===== config.mk =====
export PLATFORM = sky130hd
export DESIGN_NAME = aipr_list
export DESIGN_NICKNAME = d
export VERILOG_FILES = /design/src/hdl/aipr_pkg.sv /design/src/hdl/aipr_cell.sv /design/src/hdl/aipr_list.sv
export SDC_FILE = /design/constraint.sdc
export NUM_CORES = 2
export LEC_CHECK = 0
export BUFFER_PORTS_ARGS = -buffer_cell sky130_fd_sc_hd__buf_2
export CAP_MARGIN = 30
export CORE_UTILIZATION = 56
export CTS_CLUSTER_SIZE = 25
export DETAILED_ROUTE_END_ITERATION = 16
export GPL_TIMING_DRIVEN = 0
export PLACE_DENSITY = 0.74
export RECOVER_POWER = 25
export SLEW_MARGIN = 20
export SYNTH_ARGS = -nofsm -noshare
export SYNTH_HDL_FRONTEND = slang
export SYNTH_SLANG_ARGS = --single-unit

===== constraint.sdc =====
create_clock -name clk_i -period 4.1 [get_ports clk_i]
set_clock_uncertainty 0.2 [all_clocks]
set_input_delay 0.41 -clock clk_i [delete_from_list [all_inputs] [get_ports clk_i]]
set_output_delay 0.41 -clock clk_i [all_outputs]
set_load 0.05 [all_outputs]

===== src/hdl/aipr_pkg.sv =====
`timescale 1ns / 1ps
// ---------------------------------------------------------------------------
// aipr_pkg
// Shared constants and types for the active/inactive page replacement block.
// ---------------------------------------------------------------------------
package aipr_pkg;

  localparam int unsigned ActiveDepthDef   = 64;
  localparam int unsigned InactiveDepthDef = 64;
  localparam int unsigned GhostDepthDef    = 64;
  localparam int unsigned PageBitsDef      = 20;
  localparam int unsigned CountW           = 32;

  typedef enum logic [1:0] {
    WHERE_ACTIVE   = 2'd0,
    WHERE_INACTIVE = 2'd1,
    WHERE_GHOST    = 2'd2,
    WHERE_NEW      = 2'd3
  } where_e;

  typedef enum logic [1:0] {
    ST_IDLE   = 2'd0,
    ST_SEARCH = 2'd1,
    ST_UPDATE = 2'd2
  } state_e;

  // Per-cell control broadcast from the sequencer to every cell of a list
  typedef struct packed {
    logic ins;     // insert a new head this cycle
    logic rem;     // remove matched entry this cycle
  } list_ctrl_t;

endpackage


===== src/hdl/aipr_cell.sv =====
`timescale 1ns / 1ps
// ---------------------------------------------------------------------------
// aipr_cell
// One list slot: holds a page and valid bit, compares against the probe,
// and shifts in from its upstream neighbour or out to its downstream one.
// ---------------------------------------------------------------------------
module aipr_cell import aipr_pkg::*; #(
  parameter int unsigned PageBits = PageBitsDef
) (
  input  logic                clk_i,
  input  logic                rst_ni,
  input  logic [PageBits-1:0] probe_i,
  input  list_ctrl_t          ctrl_i,
  // shifted towards tail: take upstream when at or after the insert point
  input  logic                take_up_i,
  // shifted towards head: take downstream when at or after the removed slot
  input  logic                take_dn_i,
  input  logic [PageBits-1:0] up_page_i,
  input  logic                up_valid_i,
  input  logic [PageBits-1:0] dn_page_i,
  input  logic                dn_valid_i,
  output logic [PageBits-1:0] page_o,
  output logic                valid_o,
  output logic                match_o
);

  logic [PageBits-1:0] page_q, page_d;
  logic                valid_q, valid_d;

  assign match_o = valid_q && (page_q == probe_i);
  assign page_o  = page_q;
  assign valid_o = valid_q;

  always_comb begin
    page_d  = page_q;
    valid_d = valid_q;
    if (ctrl_i.rem && take_dn_i) begin
      page_d  = dn_page_i;
      valid_d = dn_valid_i;
    end else if (ctrl_i.ins && take_up_i) begin
      page_d  = up_page_i;
      valid_d = up_valid_i;
    end
  end

  always_ff @(posedge clk_i or negedge rst_ni) begin
    if (!rst_ni) begin
      valid_q <= 1'b0;
    end else begin
      valid_q <= valid_d;
    end
  end

  always_ff @(posedge clk_i) begin
    page_q <= page_d;
  end

endmodule


===== src/hdl/aipr_list.sv =====
`timescale 1ns / 1ps
// ---------------------------------------------------------------------------
// aipr_list
// A chain of cells forming one recency list, head at slot 0.
// ---------------------------------------------------------------------------
module aipr_list import aipr_pkg::*; #(
  parameter int unsigned Depth    = ActiveDepthDef,
  parameter int unsigned PageBits = PageBitsDef
) (
  input  logic                clk_i,
  input  logic                rst_ni,
  input  logic [PageBits-1:0] probe_i,
  input  list_ctrl_t          ctrl_i,
  input  logic [PageBits-1:0] head_page_i,
  output logic                hit_o,
  output logic                full_o,
  output logic [PageBits-1:0] tail_page_o
);

  logic [Depth-1:0]               match;
  logic [Depth-1:0]               vld;
  logic [Depth-1:0][PageBits-1:0] pg;
  logic [Depth-1:0]               at_or_after;  // prefix-OR of match

  assign hit_o       = |match;
  assign full_o      = vld[Depth-1];
  assign tail_page_o = pg[Depth-1];

  // Removed slot and every slot after it pull from downstream
  always_comb begin
    at_or_after[0] = match[0];
    for (int i = 1; i < Depth; i++) begin
      at_or_after[i] = at_or_after[i-1] | match[i];
    end
  end

  for (genvar i = 0; i < Depth; i++) begin : g_cell
    logic [PageBits-1:0] up_pg, dn_pg;
    logic                up_v, dn_v;
    if (i == 0) begin : g_head
      assign up_pg = head_page_i;
      assign up_v  = 1'b1;
    end else begin : g_mid
      assign up_pg = pg[i-1];
      assign up_v  = vld[i-1];
    end
    if (i == Depth - 1) begin : g_tail
      assign dn_pg = pg[i];
      assign dn_v  = 1'b0;
    end else begin : g_body
      assign dn_pg = pg[i+1];
      assign dn_v  = vld[i+1];
    end
    aipr_cell #(.PageBits(PageBits)) u_cell (
      .clk_i      (clk_i),
      .rst_ni     (rst_ni),
      .probe_i    (probe_i),
      .ctrl_i     (ctrl_i),
      .take_up_i  (1'b1),
      .take_dn_i  (at_or_after[i]),
      .up_page_i  (up_pg),
      .up_valid_i (up_v),
      .dn_page_i  (dn_pg),
      .dn_valid_i (dn_v),
      .page_o     (pg[i]),
      .valid_o    (vld[i]),
      .match_o    (match[i])
    );
  end

endmodule


==> out/qor.txt <==
Status -> finished with violations
Failing checks -> max-capacitance violations, max-slew violations, negative setup slack
Net count after synthesis -> 5606
RD Place Congestion -> 1.03
DRT Pass-1 Iters -> 10
Max IR drop VDD -> 0.000410 V
Power Dens Cells -> 412 mW/mm^2
Post-synthesis sequential area ratio -> 52.1%
CTS clk-pin slew, worst paths -> 60 ps
Die Y -> 372 um
Critical path class -> in -> out
Die ar. -> 0.139 mm^2
Share of cells above drive strength 1 -> 31.5%
Avg Inst Size Synth -> 13.8 um^2
Iter 0 DRT Violations -> 8279
TritonCTS Buffers -> 150
Worst Path Required -> 3490 ps
Non-filler cells, final -> 7773
P_int -> 25800 uW
PortBufs -> 49
Logic pwr share -> 12.9%
Cells after synthesis -> 5562
Post-synth EDFFs -> 1280
Area contributors post-synth -> edfxtp_1, mux2_2, xnor2_1
Area Growth Syn to Fin -> 13.0%
Crit end category -> primary output
Fin crit share -> 113%
Part of the power in registers -> 48.2%
Rows -> 135
CTS tree -> yes
Initial core utilization -> 56.6%
Commonest non-fill, non-tap cell in the layout -> edfxtp_1
Count of final setup violators -> 1891
Mapped Area -> 0.0769 mm^2
Ports -> 66
Async set-reset flop share out of synthesis -> 4.76%
Sw frac -> 27.9%
Startpoint types -> primary input
YS warnings -> 0
Vias in the first global route -> 53000
RSZ-0062 raised after global routing -> yes
Remaining DRCs -> 0
Highest net fanout along the worst path -> 10
Final min period -> 4640 ps
Final Util -> 63.9%
Synth top area share -> 50.0%
Antenna violations before repair -> 6
Detailed-route wire length per cell -> 41.9 um
Worst slack at placement -> -2860 ps
Fin worst setup slack -> -545 ps
Dpl cell area -> 0.0798 mm^2
Clock power share -> 38.8%
Pleak -> 0.0292 uW
R2R cell count -> 10
First-pass GRT wire length -> 436 mm
Largest net degree at the start of global routing -> 44
Inst Count DP -> 7417
Nets -> 5908
Overall Global Routing Usage -> 46.2%
Skew-Pair Late Insertion Delay -> 820 ps
Crit path arrival time -> 4030 ps
Yosys top cell by area -> edfxtp_1
Synth Flop Type -> edfxtp_1
Count of cell types in the netlist -> 83
Routed Wire Length -> 326 mm
HP Class -> in -> reg
Worst-Margin Slew -> 1930 ps
Max-cap violations -> 2
Clock sinks -> 1344
ANT nets after route -> 0
Worst slew margin -> -28.4%
Hold Path Depth -> 3
Final Cell Area -> 0.0868 mm^2
Vias per cell -> 7.10
Root Driver -> clkbuf_16
Chip width -> 372 um
Peak Freq -> 215 MHz
Synthesized flop and latch total -> 1344
Final hold slack -> 94.9 ps
Global route overflow -> 0
Final Hold Vio Count -> 0
Routed vias -> 55200
Max Root-Sink Buffers -> 3
Net Sw Power -> 10000 uW
Std-Cell Core Area -> 0.136 mm^2
Final slew viol count -> 66
DP HPWL -> 232 mm
H-tree depth -> 4
Most frequent cells in the layout -> edfxtp_1, mux2_2, xnor2_1, xor2_1, nand4_1
-- cell usage after synthesis, drive strengths merged (39+ instances only) --
cell type / count
xnor2: 912
mux2: 1365
nand4: 343
or4: 39
nand3: 137
dfrtp: 64
edfxtp: 1280
nor4: 177
buf: 252
xor2: 374
nor2: 51
nand2: 95
nand2b: 46
-- cell families (layout without fill, tap and decap cells) --
group | count (synthesis) | after routing | share of synthesized area (%)
compound gates | 114 | 114 | 1.20
xor+xnor | 1286 | 1286 | 14.7
buf+inv | 303 | 720 | 2.53
flops | 1344 | 1344 | 52.1
mux | 1375 | 1375 | 20.3
other cells | 0 | 2 | 0
simple gates | 1140 | 1151 | 9.20
-- cell type report --
class                      instances  area, um^2
clock buffer                     204        4190
clock inverter                    74         732
antenna                            2        5.00
multi-input combinational       3926       35600
sequential                      1344       40000
inverter                          14        60.1
timing repair inverter             2        15.0
fill                           10300       49000
buffer                           289        2660
tap                             1781        2230
timing repair buffer             137        1280
-- path summary, 6_finish.rpt --
check | slack [ps] | start | end
worst max-delay path | -540 | probe_i[4] | hit_o
worst min-delay path | 90 | ctrl_i[1] | g_cell[11].u_cell.valid_o
worst max register to register | -440 | g_cell[8].u_cell.page_o[17] | g_cell[18].u_cell.page_o[0]
worst min register to register | 310 | g_cell[62].u_cell.page_o[9] | g_cell[63].u_cell.page_o[9]
max in group asynchronous | 1260 | rst_ni | g_cell[29].u_cell.valid_o
min in group asynchronous | 1220 | rst_ni | g_cell[62].u_cell.valid_o
-- flip-flops by register name, indices dropped and copies added (netlist names) --
register and flops:
g_cell.u_cell.page_o 1280, g_cell.u_cell.valid_o 64
-- power groups by stage --
stage | clock network [uW] | registers [uW] | logic, uW
floorplan | 0 | 16900 | 2730
global placement | 0 | 17500 | 4130
detailed placement | 0 | 17500 | 4230
CTS | 13900 | 17200 | 4400
global route | 14400 | 17300 | 4710
finish | 13900 | 17300 | 4630
-- metal layers --
layer,track usage (%),wire [um],up-vias
met1,57.3,116000,27900
met2,67.3,139000,4335
met5,0,14,-
met3,14.4,40500,1218
met4,35.4,30200,2
li1,-,-,21800
-- metrics by stage --
stage	power [uW]	TNS, ps
finish	35800	-348150
global route	36300	-364110
CTS	35500	-151690
detailed placement	21700	-3962600
global placement	21600	-4909760
floorplan	19600	0
-- critical path, stage by stage --
cell      delay, ps
buf_6           300
buf_8           350
buf_8           340
buf_12          290
xnor2_1         200
nand4_1         140
nor4_1          400
nand4_1         350
nand2_1         310
nor4_4           70
buf_12          170
and4_4          200
nand4b_1        210
buf_6           200
-- timing repair --
| action | in CTS | in global routing |
|---|---|---|
| hold buffers | 23 | 0 |
| cloned | 7 | 8 |
| resized for setup | 288 | 66 |
| setup endpoints to repair | 2291 | 1847 |
| hold endpoints to repair | 84 | 0 |
| pin swaps | 16 | 3 |
| buffers inserted | 26 | 7 |
(Power assumes the default switching activity.)
